[src/hw/rtl/ipfc_pkg.sv]
// Shared types and constants for the IP packet flow classifier.
`timescale 1ns / 1ps

package ipfc_pkg;

    localparam int unsigned MAX_PACKET_BYTES = 65535;
    localparam int unsigned OFFSET_W         = $clog2(MAX_PACKET_BYTES + 1);

    localparam logic [15:0] DNS_PORT_RESET = 16'd53;
    localparam logic [3:0]  VER_IPV4       = 4'd4;
    localparam logic [3:0]  VER_IPV6       = 4'd6;
    localparam logic [5:0]  IPV4_MIN_HDR   = 6'd20;
    localparam logic [7:0]  IPV6_HDR       = 8'd40;
    localparam logic [7:0]  TCP_PROTO_NUM  = 8'd6;
    localparam logic [7:0]  UDP_PROTO_NUM  = 8'd17;
    localparam logic [3:0]  NIBBLE_MASK    = 4'hF;

    // Byte positions inside the IPv4 header
    localparam logic [OFFSET_W-1:0] POS_PROTOCOL = OFFSET_W'(9);
    localparam logic [OFFSET_W-1:0] POS_DST_LO   = OFFSET_W'(16);
    localparam logic [OFFSET_W-1:0] POS_DST_HI   = OFFSET_W'(19);

    typedef enum logic [1:0] {
        CLASS_MALFORMED = 2'd0,
        CLASS_DNS       = 2'd1,
        CLASS_PASS      = 2'd2
    } t_verdict;

    typedef struct packed {
        logic [7:0] packet_byte;
        logic       last_byte;
    } t_in_item;

    typedef struct packed {
        t_verdict    verdict;
        logic [31:0] dest_ip;
    } t_out_item;

endpackage

[src/hw/rtl/ipfc_parser.sv]
// Per-packet field capture and verdict logic of the IP packet flow classifier.
`timescale 1ns / 1ps

module ipfc_parser (
    input  logic                i_clk,
    input  logic                i_rst_n,
    input  logic                i_step,
    input  ipfc_pkg::t_in_item  i_item,
    input  logic [15:0]         i_dns_port,
    output ipfc_pkg::t_out_item o_result
);

    logic [ipfc_pkg::OFFSET_W-1:0] r_byte_offset, n_byte_offset;
    logic [3:0]  r_ip_version, n_ip_version;
    logic [5:0]  r_header_bytes, n_header_bytes;
    logic [7:0]  r_protocol, n_protocol;
    logic [31:0] r_dest_addr, n_dest_addr;
    logic [15:0] r_dest_port, n_dest_port;

    logic [ipfc_pkg::OFFSET_W-1:0] w_pos;
    logic [ipfc_pkg::OFFSET_W-1:0] w_port_hi_pos;
    logic [ipfc_pkg::OFFSET_W-1:0] w_port_lo_pos;
    logic [ipfc_pkg::OFFSET_W:0]   w_len_x;
    logic [ipfc_pkg::OFFSET_W:0]   w_hdr_x;
    logic        w_v4_ok;
    logic        w_has_ports;

    assign w_pos         = r_byte_offset;
    assign w_port_hi_pos = ipfc_pkg::OFFSET_W'(r_header_bytes) + ipfc_pkg::OFFSET_W'(2);
    assign w_port_lo_pos = ipfc_pkg::OFFSET_W'(r_header_bytes) + ipfc_pkg::OFFSET_W'(3);

    // Capture fields of the current byte
    always_comb begin
        n_byte_offset  = r_byte_offset;
        n_ip_version   = r_ip_version;
        n_header_bytes = r_header_bytes;
        n_protocol     = r_protocol;
        n_dest_addr    = r_dest_addr;
        n_dest_port    = r_dest_port;
        if (r_byte_offset != ipfc_pkg::OFFSET_W'(ipfc_pkg::MAX_PACKET_BYTES)) begin
            n_byte_offset = r_byte_offset + ipfc_pkg::OFFSET_W'(1);
            if (w_pos == '0) begin
                n_ip_version   = i_item.packet_byte[7:4];
                n_header_bytes = {i_item.packet_byte[3:0] & ipfc_pkg::NIBBLE_MASK, 2'b00};
            end else begin
                if (w_pos == ipfc_pkg::POS_PROTOCOL) begin
                    n_protocol = i_item.packet_byte;
                end
                if (w_pos >= ipfc_pkg::POS_DST_LO && w_pos <= ipfc_pkg::POS_DST_HI) begin
                    n_dest_addr = {r_dest_addr[23:0], i_item.packet_byte};
                end
                if (w_pos == w_port_hi_pos) begin
                    n_dest_port = {i_item.packet_byte, r_dest_port[7:0]};
                end
                if (w_pos == w_port_lo_pos) begin
                    n_dest_port = {r_dest_port[15:8], i_item.packet_byte};
                end
            end
        end
    end

    // Judge the packet on the state that includes this byte
    assign w_len_x     = {1'b0, n_byte_offset};
    assign w_hdr_x     = (ipfc_pkg::OFFSET_W + 1)'(n_header_bytes);
    assign w_has_ports = (n_protocol == ipfc_pkg::TCP_PROTO_NUM)
                      || (n_protocol == ipfc_pkg::UDP_PROTO_NUM);
    assign w_v4_ok     = (w_len_x >= (ipfc_pkg::OFFSET_W + 1)'(ipfc_pkg::IPV4_MIN_HDR))
                      && (n_header_bytes >= ipfc_pkg::IPV4_MIN_HDR)
                      && (w_hdr_x <= w_len_x)
                      && !(w_has_ports
                           && (w_len_x < w_hdr_x + (ipfc_pkg::OFFSET_W + 1)'(4)));

    always_comb begin
        o_result.verdict = ipfc_pkg::CLASS_MALFORMED;
        o_result.dest_ip = '0;
        if (n_ip_version == ipfc_pkg::VER_IPV6) begin
            if (w_len_x >= (ipfc_pkg::OFFSET_W + 1)'(ipfc_pkg::IPV6_HDR)) begin
                o_result.verdict = ipfc_pkg::CLASS_PASS;
            end
        end else if (n_ip_version == ipfc_pkg::VER_IPV4 && w_v4_ok) begin
            o_result.dest_ip = n_dest_addr;
            if (n_protocol == ipfc_pkg::UDP_PROTO_NUM && n_dest_port == i_dns_port) begin
                o_result.verdict = ipfc_pkg::CLASS_DNS;
            end else begin
                o_result.verdict = ipfc_pkg::CLASS_PASS;
            end
        end
    end

    // Advance on each byte, drop all packet state after the last one
    always_ff @(posedge i_clk) begin
        if (!i_rst_n || (i_step && i_item.last_byte)) begin
            r_byte_offset  <= '0;
            r_ip_version   <= '0;
            r_header_bytes <= '0;
            r_protocol     <= '0;
            r_dest_addr    <= '0;
            r_dest_port    <= '0;
        end else if (i_step) begin
            r_byte_offset  <= n_byte_offset;
            r_ip_version   <= n_ip_version;
            r_header_bytes <= n_header_bytes;
            r_protocol     <= n_protocol;
            r_dest_addr    <= n_dest_addr;
            r_dest_port    <= n_dest_port;
        end
    end

endmodule

[src/hw/rtl/ip_packet_flow_classifier.sv]
// Top level of the IP packet flow classifier: input register, parser, result register.
//
//  channel  | direction | handshake                | payload
//  ---------+-----------+--------------------------+------------------------------
//  in       | input     | i_in_valid / o_in_ready  | i_in  : one packet byte + last
//  out      | output    | o_out_valid / i_out_ready| o_out : verdict + dest address
//  cfg      | input     | i_cfg_valid / o_cfg_ready| i_cfg_data : DNS port
//
// One byte per cycle unless a last byte waits on a stalled result; the verdict of a
// last byte is written to the result register as that byte leaves the input register.
// The per-byte step is a compare and capture against the parser state, one pass per cycle.
// Reset is synchronous, active low; it clears packet state and sets the DNS port to 53.
// A stalled result stops only a last byte, which then holds the input; others keep flowing.
`timescale 1ns / 1ps

module ip_packet_flow_classifier (
    input  logic                i_clk,
    input  logic                i_rst_n,
    input  logic                i_in_valid,
    output logic                o_in_ready,
    input  ipfc_pkg::t_in_item  i_in,
    output logic                o_out_valid,
    input  logic                i_out_ready,
    output ipfc_pkg::t_out_item o_out,
    input  logic                i_cfg_valid,
    output logic                o_cfg_ready,
    input  logic [15:0]         i_cfg_data
);

    logic                r_in_valid;
    ipfc_pkg::t_in_item  r_in;
    logic                r_out_valid;
    ipfc_pkg::t_out_item r_out;
    logic [15:0]         r_dns_port;

    logic                w_proc;
    ipfc_pkg::t_out_item w_result;

    // A byte that is not last needs no result slot
    assign w_proc = r_in_valid && (!r_in.last_byte || !r_out_valid || i_out_ready);

    assign o_in_ready  = !r_in_valid || w_proc;
    assign o_out_valid = r_out_valid;
    assign o_out       = r_out;
    assign o_cfg_ready = 1'b1;

    ipfc_parser u_parser (
        .i_clk      (i_clk),
        .i_rst_n    (i_rst_n),
        .i_step     (w_proc),
        .i_item     (r_in),
        .i_dns_port (r_dns_port),
        .o_result   (w_result)
    );

    always_ff @(posedge i_clk) begin
        if (!i_rst_n) begin
            r_in_valid <= 1'b0;
        end else if (o_in_ready) begin
            r_in_valid <= i_in_valid;
        end
    end

    always_ff @(posedge i_clk) begin
        if (o_in_ready && i_in_valid) begin
            r_in <= i_in;
        end
    end

    always_ff @(posedge i_clk) begin
        if (!i_rst_n) begin
            r_out_valid <= 1'b0;
        end else if (w_proc && r_in.last_byte) begin
            r_out_valid <= 1'b1;
        end else if (i_out_ready) begin
            r_out_valid <= 1'b0;
        end
    end

    always_ff @(posedge i_clk) begin
        if (w_proc && r_in.last_byte) begin
            r_out <= w_result;
        end
    end

    always_ff @(posedge i_clk) begin
        if (!i_rst_n) begin
            r_dns_port <= ipfc_pkg::DNS_PORT_RESET;
        end else if (i_cfg_valid && o_cfg_ready) begin
            r_dns_port <= i_cfg_data;
        end
    end

`ifndef SYNTHESIS
    a_last_makes_result: assert property (@(posedge i_clk) disable iff (!i_rst_n)
        w_proc && r_in.last_byte |=> r_out_valid)
        else $error("last byte processed without a result");

    a_malformed_zero_addr: assert property (@(posedge i_clk) disable iff (!i_rst_n)
        r_out_valid && r_out.verdict == ipfc_pkg::CLASS_MALFORMED
            |-> r_out.dest_ip == '0)
        else $error("malformed verdict with nonzero address");

    a_stall_holds_last: assert property (@(posedge i_clk) disable iff (!i_rst_n)
        !o_in_ready |-> r_in_valid && r_in.last_byte && r_out_valid && !i_out_ready)
        else $error("input stalled without a blocked result");

    a_no_overwrite: assert property (@(posedge i_clk) disable iff (!i_rst_n)
        r_out_valid && !i_out_ready |=> r_out_valid)
        else $error("pending result lost");
`endif

endmodule

[config.mk]
export PLATFORM = sky130hd
export DESIGN_NAME = ip_packet_flow_classifier
export DESIGN_NICKNAME = d
export VERILOG_FILES = /design/src/hw/rtl/ipfc_pkg.sv /design/src/hw/rtl/ipfc_parser.sv /design/src/hw/rtl/ip_packet_flow_classifier.sv
export SDC_FILE = /design/constraint.sdc
export NUM_CORES = 1
export LEC_CHECK = 0
export ABC_AREA = 1
export ABC_CLOCK_PERIOD_IN_PS = 6600
export BUFFER_PORTS_ARGS = -buffer_cell sky130_fd_sc_hd__buf_2
export CORE_MARGIN = 8
export CORE_UTILIZATION = 60
export DETAILED_ROUTE_END_ITERATION = 7
export PLACE_DENSITY = 0.8
export SLEW_MARGIN = 25
export SYNTH_ARGS = -nofsm -noshare
export SYNTH_HDL_FRONTEND = slang
export SYNTH_HIERARCHICAL = 1
export SYNTH_SLANG_ARGS = --single-unit
[constraint.sdc]
create_clock -name i_clk -period 6.6 [get_ports i_clk]
set_clock_uncertainty 0.1 [all_clocks]
set_input_delay 0.33 -clock i_clk [delete_from_list [all_inputs] [get_ports i_clk]]
set_output_delay 0.33 -clock i_clk [all_outputs]
set_load 0.05 [all_outputs]
==> results.py, run 1 <==
metrics = {
    "synth": {
        "synthesis.area_um2": 8105,
        "synth_area_per_cell_um2": 7.779,
        "ys_warn_count": 6,
        "async_reset_ff_share_pct": 0,
        "synth_cell_type_count": 50,
        "ys_seq_elements": 143,
        "synthFlopType": "dfxtp_1",
        "synthesis.nets": 1095,
        "synth_edf_count": 43,
        "synthCells": 1042,
        "synth_seq_area_share_pct": 40.63,
    },
    "floorplan": {
        "chipHeight_um": 132.2,
        "fp.dieArea_um2": 17480,
        "io_pins": 67,
        "start_util_pct": 61.21,
        "core_area_um2": 13240,
        "die_x_um": 132.2,
        "row_count": 42,
    },
    "pwr": {
        "p_total_mw": 2.333,
        "p_comb_share_pct": 15.1,
        "peakVddDrop_v": 0.0002241,
        "switching_power_mw": 0.6885,
        "clockPowerShare_pct": 42.4,
        "leakage_nw": 4.207,
        "intPower_mw": 1.644,
        "power_frac_seq_pct": 42.5,
        "p_sw_share_pct": 29.52,
        "powerDensity_nw_per_um2": 254.9,
    },
    "critical_path": {
        "required_ns": 6.65,
        "cp_top_family": "compound AO/OA/AOI/OAI gates",
        "cp-start-kind": "flop",
        "crit_path_end_kind": "flop",
        "cp_num_buf_inv": 5,
        "path_max_fanout": 33,
        "cpMaxStageDelayCell": "o21ai_0",
        "path_cells": "inv_1, ha_1, inv_1, nor2_1, nand3_2, o21ai_0, inv_1, ha_1, inv_1, ha_1, a21oi_1, nand2_1, nand3_1, nand2_1, o21ai_0, and3_1, nand3_1, nand2_2, nor2_4, inv_6, nor2_1",
        "arrival_ns": 4.49,
        "setup.worst_path.class": "reg2reg",
        "cp_slowest_stage_delay_ns": 0.77,
        "cpMostUsedCell": "inv_1",
    },
    "cts": {
        "root_buffer": "clkbuf_16",
        "cts-htree-levels": 4,
        "clk_pin_slew_ns": 0.06,
        "cts_tree": "yes",
        "cts_setup_buffers": 0,
        "worstSkewPairLatency_ns": 0.42,
        "clock-sinks": 143,
        "cts_buffers": 17,
        "ctsResizeCount": 0,
        "clock_path_buffers": 2,
    },
    "sta": {
        "fmax_mhz": 225.2,
        "relSlewSlack_pct": 39.24,
        "setup_tns_ns": 0,
        "hold_viol": 0,
        "period_minus_slack_ns": 4.440,
        "final_max_slew_viol_count": 0,
        "setup_viol": 0,
        "rsz0062_at_grt": "no",
        "worst_pin_slew_ns": 0.9019,
        "post-route-period-util_pct": 67.28,
    },
    "global_route": {
        "grt_pass1_wl_mm": 32.62,
        "grt_use_total_pct": 22.78,
        "grt_pass1_vias": 6642,
        "antenna_found_initial": 1,
        "grt.overflow.total": 0,
        "grt_max_degree": 98,
    },
    "finish": {
        "area_growth_pct": 12.89,
        "layout-drive-gt1-share_pct": 17.86,
        "final_cell_area_um2": 9150,
        "layout_common_cells": "nand2_1 (196), inv_1 (115), nor2_1 (112)",
        "nets": 1154,
        "final_common_cell": "nand2_1",
    },
    "placement": {
        "dp_hpwl_mm": 13.74,
        "postPlaceCellArea_um2": 8449,
        "io_buffers": 65,
        "place_congestion": 0.8957,
    },
    "detailed_routing": {
        "dr.pass1.iters": 6,
        "drc_errors": 0,
        "vias": 7111,
        "ant_nets": 0,
        "avgRoutedWirePerCell_um": 15.36,
        "drtIter0Drc": 685,
        "routed_wl_mm": 19.83,
        "viasPerCell": 5.508,
    },
    "min_path": {
        "hp-class": "in2reg",
    },
    "run_status": {
        "status": "completed",
    },
    "flow_run": {
        "maxCapViolCount": 0,
    },
}
==> worst register-to-register path, delay by kind of cell, from the launching register on <==
family / cells / cell delay (ns)
buffers and inverters: 5 / 0.79
adder cells (fa/ha/maj): 3 / 0.81
flip-flops: 1 / 0.35
AO/OA/AOI/OAI: 3 / 1.04
AND/OR/NAND/NOR: 10 / 1.08
==> synthesized netlist by cell type, drive strengths merged (3+ instances only) <==
cell	count	share of area, %
dfxtp	100	25
xor2	7	0.76
nand3b	6	0.71
edfxtp	43	16
nor2	157	10
clkinv	5	0.26
mux2i	32	4.0
nand4	20	1.6
a31oi	3	0.23
a211oi	10	0.93
buf	17	2.1
nand2	211	10
nor3	7	0.69
ha	23	3.6
inv	128	6.0
o211ai	6	0.56
nand3	73	4.8
clkbuf	22	1.0
a21oi	59	3.8
o21ai	102	6.6
==> through the flow <==
stage / util (%) / instances / hold slack, ns / worst slack, ns
after floorplan: - / 1042 / 0.3289 / 2.961
after detailed placement: 63.80 / 1249 / 0.3685 / 2.230
final: 69.09 / 1291 / 0.01893 / 2.160
after global routing: 69.09 / 1291 / 0.01751 / 1.761
after global placement: 63.80 / 1249 / 0.3612 / 2.440
after CTS: 69.08 / 1290 / 0.006290 / 2.221
==> registers in the layout (all words and copies together), names as in the netlist <==
signal and count:
o_out 34, u_parser/r_dest_addr 32, o_out_valid 1, u_parser/r_ip_version 4
r_dns_port 16, r_in_valid 1, u_parser/r_dest_port 16, r_in 9
u_parser/r_byte_offset 16, u_parser/r_header_bytes 6, u_parser/r_protocol 8
==> cell type report <==
cell class | count | area, µm²
fill | 1054 | 4093
multi-input combinational | 727 | 4066
sequential | 143 | 3293
inverter | 133 | 506.7
timing repair buffer | 79 | 452.9
clock buffer | 18 | 439.2
tap | 176 | 220.2
clock inverter | 14 | 168.9
antenna | 1 | 2.502
==> routing by layer <==
metal / wire, µm / GRT usage, %
met5: 0 / 0
met4: 483 / 8.328
met3: 1180 / 5.412
met2: 9621 / 38.56
met1: 8545 / 27.58
==> kinds of logic after synthesis <==
group           synth area share [%]
compound gates                 12.32
xor+xnor                      0.8645
fa+ha+maj                      3.551
buf+inv                        9.385
flops                          40.63
mux                            3.952
other cells                  0.04627
simple gates                   29.25
==> power by group through the flow <==
stage	registers [mW]	logic (mW)	clock network (mW)
final	0.992	0.353	0.988
after global routing	0.996	0.393	1.03
after CTS	0.991	0.349	0.996
after detailed placement	1.01	0.342	0
after global placement	1.01	0.336	0
after floorplan	1.02	0.255	0
==> what timing repair did <==
action | CTS | global route
endpoints found under the setup margin | 0 | 0
hold endpoints to repair | 9 | 0
hold buffers | 9 | 0
==> worst paths after layout <==
kind | startpoint | slack [ns] | end | cells after the start
max reg2reg | u_parser/r_byte_offset[1]$_SDFFE_PP0P_ | 2.16 | o_out[31]$_DFFE_PP_ | 21
max | u_parser/r_byte_offset[1]$_SDFFE_PP0P_ | 2.16 | o_out[31]$_DFFE_PP_ | 21
min reg2reg | u_parser/r_protocol[5]$_SDFFE_PP0P_ | 0.38 | u_parser/r_protocol[5]$_SDFFE_PP0P_ | 2
min | i_cfg_data[5] | 0.02 | r_dns_port[5]$_SDFFE_PN1P_ | 3
No activity file was read; power rests on OpenSTA's default activity.
==> run 2, diff against run 1 <==
Settings changed: ABC_CLOCK_PERIOD_IN_PS 6600 to 3700, CORE_UTILIZATION 60 to 55, PLACE_DENSITY 0.8 to 0.77.
Clock period 6.6 ns to 3.7 ns, I/O delays scaled along.
==> run 2 against run 1 <==
- final cell count up 2.7%
- largest cell class unchanged
- die area up 8.0%
- worst setup slack worse by 1.9 ns
- worst hold slack better by 0.014 ns
- register-to-register slack worse by 1.9 ns
- flip-flop and latch count unchanged
==> results.py, run 2 (synthesis gave the netlist of run 1 again) <==
metrics = {
    "run_status": {
        "status": "completed",
    },
    "cts": {
        "worstSkewPairLatency_ns": 0.42,
        "clock-sinks": 143,
        "cts_buffers": 17,
        "root_buffer": "clkbuf_16",
        "cts_tree": "yes",
        "clk_pin_slew_ns": 0.07,
        "clock_path_buffers": 2,
        "cts-htree-levels": 4,
    },
    "floorplan": {
        "die_x_um": 137.4,
        "start_util_pct": 55.98,
        "fp.dieArea_um2": 18880,
        "core_area_um2": 14480,
        "io_pins": 67,
        "chipHeight_um": 137.4,
        "row_count": 44,
    },
    "finish": {
        "final_common_cell": "nand2_1",
        "num-fill-cells": 1217,
        "multi_input_area_um2": 4098,
        "largest_reg_flops": 34,
        "layout-drive-gt1-share_pct": 19.26,
        "area_growth_pct": 16.61,
        "layout_common_cells": "nand2_1 (196), inv_1 (114), nor2_1 (112)",
        "nets": 1182,
        "ff_latch_area_um2": 3298,
        "final_cell_area_um2": 9452,
        "utilization_pct": 65.28,
        "num_antenna_cells": 0,
        "fin_cells": 1326,
    },
    "pwr": {
        "leakage_nw": 4.335,
        "peakVddDrop_v": 0.0003648,
        "p_total_mw": 4.082,
        "p_sw_share_pct": 31.10,
        "switching_power_mw": 1.269,
        "intPower_mw": 2.813,
        "p_comb_share_pct": 16.3,
        "clockPowerShare_pct": 40.3,
        "power_frac_seq_pct": 43.3,
        "powerDensity_nw_per_um2": 431.9,
    },
    "placement": {
        "pre_cts_ws_ns": 0.09165,
        "dp_cells": 1267,
        "io_buffers": 65,
        "dp_hpwl_mm": 14.13,
        "postPlaceCellArea_um2": 8559,
        "place_congestion": 0.9696,
    },
    "sta": {
        "hold_viol": 0,
        "setup_tns_ns": 0,
        "fmax_mhz": 293.0,
        "relSlewSlack_pct": 34.22,
        "worst_pin_slew_ns": 0.9867,
        "setup_ws_ns": 0.2871,
        "timing.hold.ws_ns": 0.03244,
        "post-route-period-util_pct": 92.24,
        "final_max_slew_viol_count": 0,
        "period_minus_slack_ns": 3.413,
        "setup_viol": 0,
    },
    "min_path": {
        "hp-class": "in2reg",
    },
    "critical_path": {
        "cp-start-kind": "flop",
        "path_max_fanout": 8,
        "required_ns": 3.77,
        "setup.worst_path.class": "reg2reg",
        "arrival_ns": 3.48,
        "crit_path_end_kind": "flop",
    },
    "detailed_routing": {
        "ant_nets": 0,
        "vias": 7286,
        "drtIter0Drc": 740,
        "drc_errors": 0,
        "avgRoutedWirePerCell_um": 15.32,
        "routed_wl_mm": 20.32,
        "viasPerCell": 5.495,
        "dr.pass1.iters": 6,
    },
    "global_route": {
        "grt.overflow.total": 0,
        "antenna_found_initial": 0,
        "grtUsageMet2_pct": 38.20,
        "grt_pass1_wl_mm": 33.14,
        "grt_max_degree": 113,
        "met1_usage_pct": 26.27,
        "grt_use_total_pct": 22.05,
        "grt_pass1_vias": 6958,
        "use_met3_pct": 5.033,
        "top_usage_layer": "met2",
    },
    "flow_run": {
        "maxCapViolCount": 0,
    },
}
## run 2: changes by cell type in the layout (fill, tap and decap cells not counted), sizes merged
cell         change
dlygate4sd3     +17
bufinv           -2
buf             +10
clkinv           +3
diode            -1
## run 2: final timing paths
kind                                               start                             endpoint  slack, ns  depth (start not counted)
setup / recovery  u_parser/r_byte_offset[0]$_SDFFE_PP0P_                  o_out[24]$_DFFE_PP_       0.29                         23
hold / removal                                   i_rst_n           r_dns_port[2]$_SDFFE_PN1P_       0.03                          2
hold reg to reg      u_parser/r_protocol[2]$_SDFFE_PP0P_  u_parser/r_protocol[2]$_SDFFE_PP0P_       0.38                          2
setup reg to reg  u_parser/r_byte_offset[0]$_SDFFE_PP0P_                  o_out[24]$_DFFE_PP_       0.29                         23
## run 2: power groups by stage
stage | clock [mW] | sequential, mW | combinational, mW
floorplan | 0 | 1.82 | 0.455
global placement | 0 | 1.80 | 0.613
detailed placement | 0 | 1.80 | 0.628
CTS | 1.67 | 1.77 | 0.655
global route | 1.75 | 1.78 | 0.742
finish | 1.65 | 1.77 | 0.667
## run 2: what timing repair did
item                       CTS  global route
resized for setup            0            15
setup buffers                0             0
hold endpoints to repair    26             0
hold buffers                26             0
setup endpoints to repair    0            34
## run 2: per-layer routing
metal,vias up,part of all wire [%]
li1,3605,-
met1,3412,42
met2,234,50
met3,35,6.1
met4,0,1.8
met5,-,0
## run 2: layout make-up
cell class / count / share of cell area (%)
inverters: 133 / 5.361
clock inverters: 15 / 1.536
flip-flops and latches: 143 / 34.90
clock buffers: 17 / 4.501
well taps: 184 / 2.436
repair buffers: 107 / 7.916
multi-input cells: 727 / 43.35
## run 2: critical path: stages, from the launching register on
cell	delay [ns]
dfxtp_2	0.38
ha_2	0.22
inv_1	0.07
nor2_4	0.15
nand3_2	0.13
nor2_4	0.15
nand2_2	0.12
o21ai_4	0.17
inv_1	0.06
ha_1	0.31
inv_1	0.07
nor2_1	0.04
o211ai_1	0.15
nand2_1	0.08
nand3_1	0.07
nand2_1	0.04
o21ai_0	0.11
and3_1	0.15
nand3_1	0.07
nand2_2	0.09
nor2_4	0.05
inv_6	0.13
clkbuf_16	0.20
nor2_4	0.04
==> run 3, diff against run 2 <==
==> constraint.sdc (replaced) <==
create_clock -name i_clk -period 3.7 [get_ports i_clk]
set_clock_uncertainty 0.1 [all_clocks]
set_input_delay 0.74 -clock i_clk [delete_from_list [all_inputs] [get_ports i_clk]]
set_output_delay 0.74 -clock i_clk [all_outputs]
set_load 0.05 [all_outputs]
==> run 3 against run 2 <==
- critical path depth shrank 3
- largest power group unchanged
- via count shrank 3.8%
- sequential power is essentially flat
- utilization shrank 1.6 points
- flip-flop and latch count is the same
- design area shrank 2.5%
==> results.py, run 3 (synthesis gave the netlist of run 1 again) <==
metrics = {
    "run_status": {
        "status": "completed",
    },
    "finish": {
        "largest_reg_flops": 34,
        "num_antenna_cells": 0,
        "layout-drive-gt1-share_pct": 19.75,
        "final_common_cell": "nand2_1",
        "area_growth_pct": 13.71,
        "nets": 1159,
        "layout_common_cells": "nand2_1 (196), inv_1 (115), nor2_1 (112)",
        "utilization_pct": 63.65,
        "fin_cells": 1303,
    },
    "sta": {
        "timing.hold.ws_ns": 0.3804,
        "final_max_slew_viol_count": 0,
        "relSlewSlack_pct": 32.22,
        "rsz0062_at_grt": "no",
        "period_minus_slack_ns": 3.447,
        "hold_viol": 0,
        "fmax_mhz": 290.1,
        "post-route-period-util_pct": 93.15,
        "setup_tns_ns": 0,
        "worst_pin_slew_ns": 1.017,
        "setup_viol": 0,
    },
    "critical_path": {
        "cp-start-kind": "flop",
        "setup.worst_path.class": "reg2reg",
        "reg2reg_depth": 20,
        "crit_path_end_kind": "flop",
        "arrival_ns": 3.51,
        "path_max_fanout": 11,
        "required_ns": 3.77,
    },
    "pwr": {
        "power_frac_seq_pct": 43.1,
        "p_sw_share_pct": 30.31,
        "intPower_mw": 2.858,
        "p_comb_share_pct": 15.7,
        "switching_power_mw": 1.243,
        "powerDensity_nw_per_um2": 445.0,
        "peakVddDrop_v": 0.0003651,
        "clockPowerShare_pct": 41.2,
        "leakage_nw": 4.248,
    },
    "placement": {
        "io_buffers": 65,
        "dp_hpwl_mm": 14.07,
        "dp_cells": 1270,
        "place_congestion": 0.9546,
    },
    "global_route": {
        "grt_pass1_wl_mm": 31.75,
        "antenna_found_initial": 0,
        "grt_pass1_vias": 6497,
        "grt_use_total_pct": 21.46,
        "grt_max_degree": 113,
        "grt.overflow.total": 0,
    },
    "floorplan": {
        "io_pins": 67,
        "fp.dieArea_um2": 18880,
        "chipHeight_um": 137.4,
        "row_count": 44,
        "start_util_pct": 55.98,
        "die_x_um": 137.4,
        "core_area_um2": 14480,
    },
    "cts": {
        "ctsResizeCount": 0,
        "cts-htree-levels": 4,
        "clock_path_buffers": 2,
        "clock-sinks": 143,
        "root_buffer": "clkbuf_16",
        "cts_tree": "yes",
        "worstSkewPairLatency_ns": 0.43,
        "cts_buffers": 17,
        "cts_setup_buffers": 0,
        "clk_pin_slew_ns": 0.07,
        "cts_hold_buf": 0,
    },
    "detailed_routing": {
        "routed_wl_mm": 19.95,
        "drc_errors": 0,
        "viasPerCell": 5.379,
        "drtIter0Drc": 564,
        "avgRoutedWirePerCell_um": 15.31,
        "vias": 7009,
        "dr.pass1.iters": 7,
        "ant_nets": 0,
    },
    "min_path": {
        "hp-class": "reg2reg",
        "holdPathStages": 2,
    },
    "flow_run": {
        "maxCapViolCount": 0,
    },
}
run 3: cell count changes in the layout (fill, tap and decap cells not counted), sizes merged:
cell         previous run  this run
buf                    80        83
bufinv                  0         1
inv                   137       136
clkinvlp                3         2
dlygate4sd3            26         0
clkinv                  8         9
run 3: per-stage QoR:
step,power (mW),instance area (µm²),setup WS [ns]
after floorplan,2.271,8105,0.06127
after global placement,2.409,8569,0.1771
after detailed placement,2.424,8569,0.1226
after CTS,4.119,9163,0.1039
after global routing,4.274,9216,0.003796
final,4.102,9216,0.2533
run 3: layer usage:
layer  up-vias  routed length [µm]  share of wire [%]  GRT usage (%)
met1      3208                8698                 44          26.17
met4         0                 391                2.0          8.449
met2       209                9905                 50          36.23
met3        28                 959                4.8          4.522
li1       3564                   -                  -              -
met5         -                   0                  0              0
run 3: worst max-delay path: stages (launching register included):
cell       delay (ns)
dfxtp_2          0.34
inv_1            0.14
ha_1             0.19
inv_1            0.04
nor2_1           0.16
nand3_2          0.17
o21ai_1          0.25
inv_1            0.12
ha_1             0.22
xor2_1           0.17
ha_1             0.30
nand3_1          0.08
nand2_1          0.04
o21ai_0          0.12
and3_1           0.16
nand3_1          0.08
nand2_2          0.09
nor2_4           0.05
inv_8            0.13
clkbuf_16        0.19
nor2_4           0.03
run 3: worst paths after layout:
check,startpoint,end,slack [ns]
worst min register to register,u_parser/r_ip_version[1]$_SDFFE_PP0P_,u_parser/r_ip_version[1]$_SDFFE_PP0P_,0.38
worst min-delay path,u_parser/r_ip_version[1]$_SDFFE_PP0P_,u_parser/r_ip_version[1]$_SDFFE_PP0P_,0.38
worst max-delay path,u_parser/r_byte_offset[0]$_SDFFE_PP0P_,o_out[29]$_DFFE_PP_,0.25
worst max register to register,u_parser/r_byte_offset[0]$_SDFFE_PP0P_,o_out[29]$_DFFE_PP_,0.25
run 3: area by class of cell:
cell class	instances	area, µm²
Clock buffer	17	425.4
Fill cell	1273	5263
Multi-Input combinational cell	727	4088
Sequential cell	143	3298
Inverter	133	509.2
Clock inverter	15	167.7
Timing Repair Buffer	84	498.0
Tap cell	184	230.2
run 3: power groups by stage:
stage | combinational, mW | clock, mW | sequential, mW
after floorplan | 0.455 | 0 | 1.82
after global placement | 0.613 | 0 | 1.79
after detailed placement | 0.626 | 0 | 1.80
after CTS | 0.633 | 1.72 | 1.77
after global routing | 0.718 | 1.78 | 1.78
final | 0.642 | 1.69 | 1.77
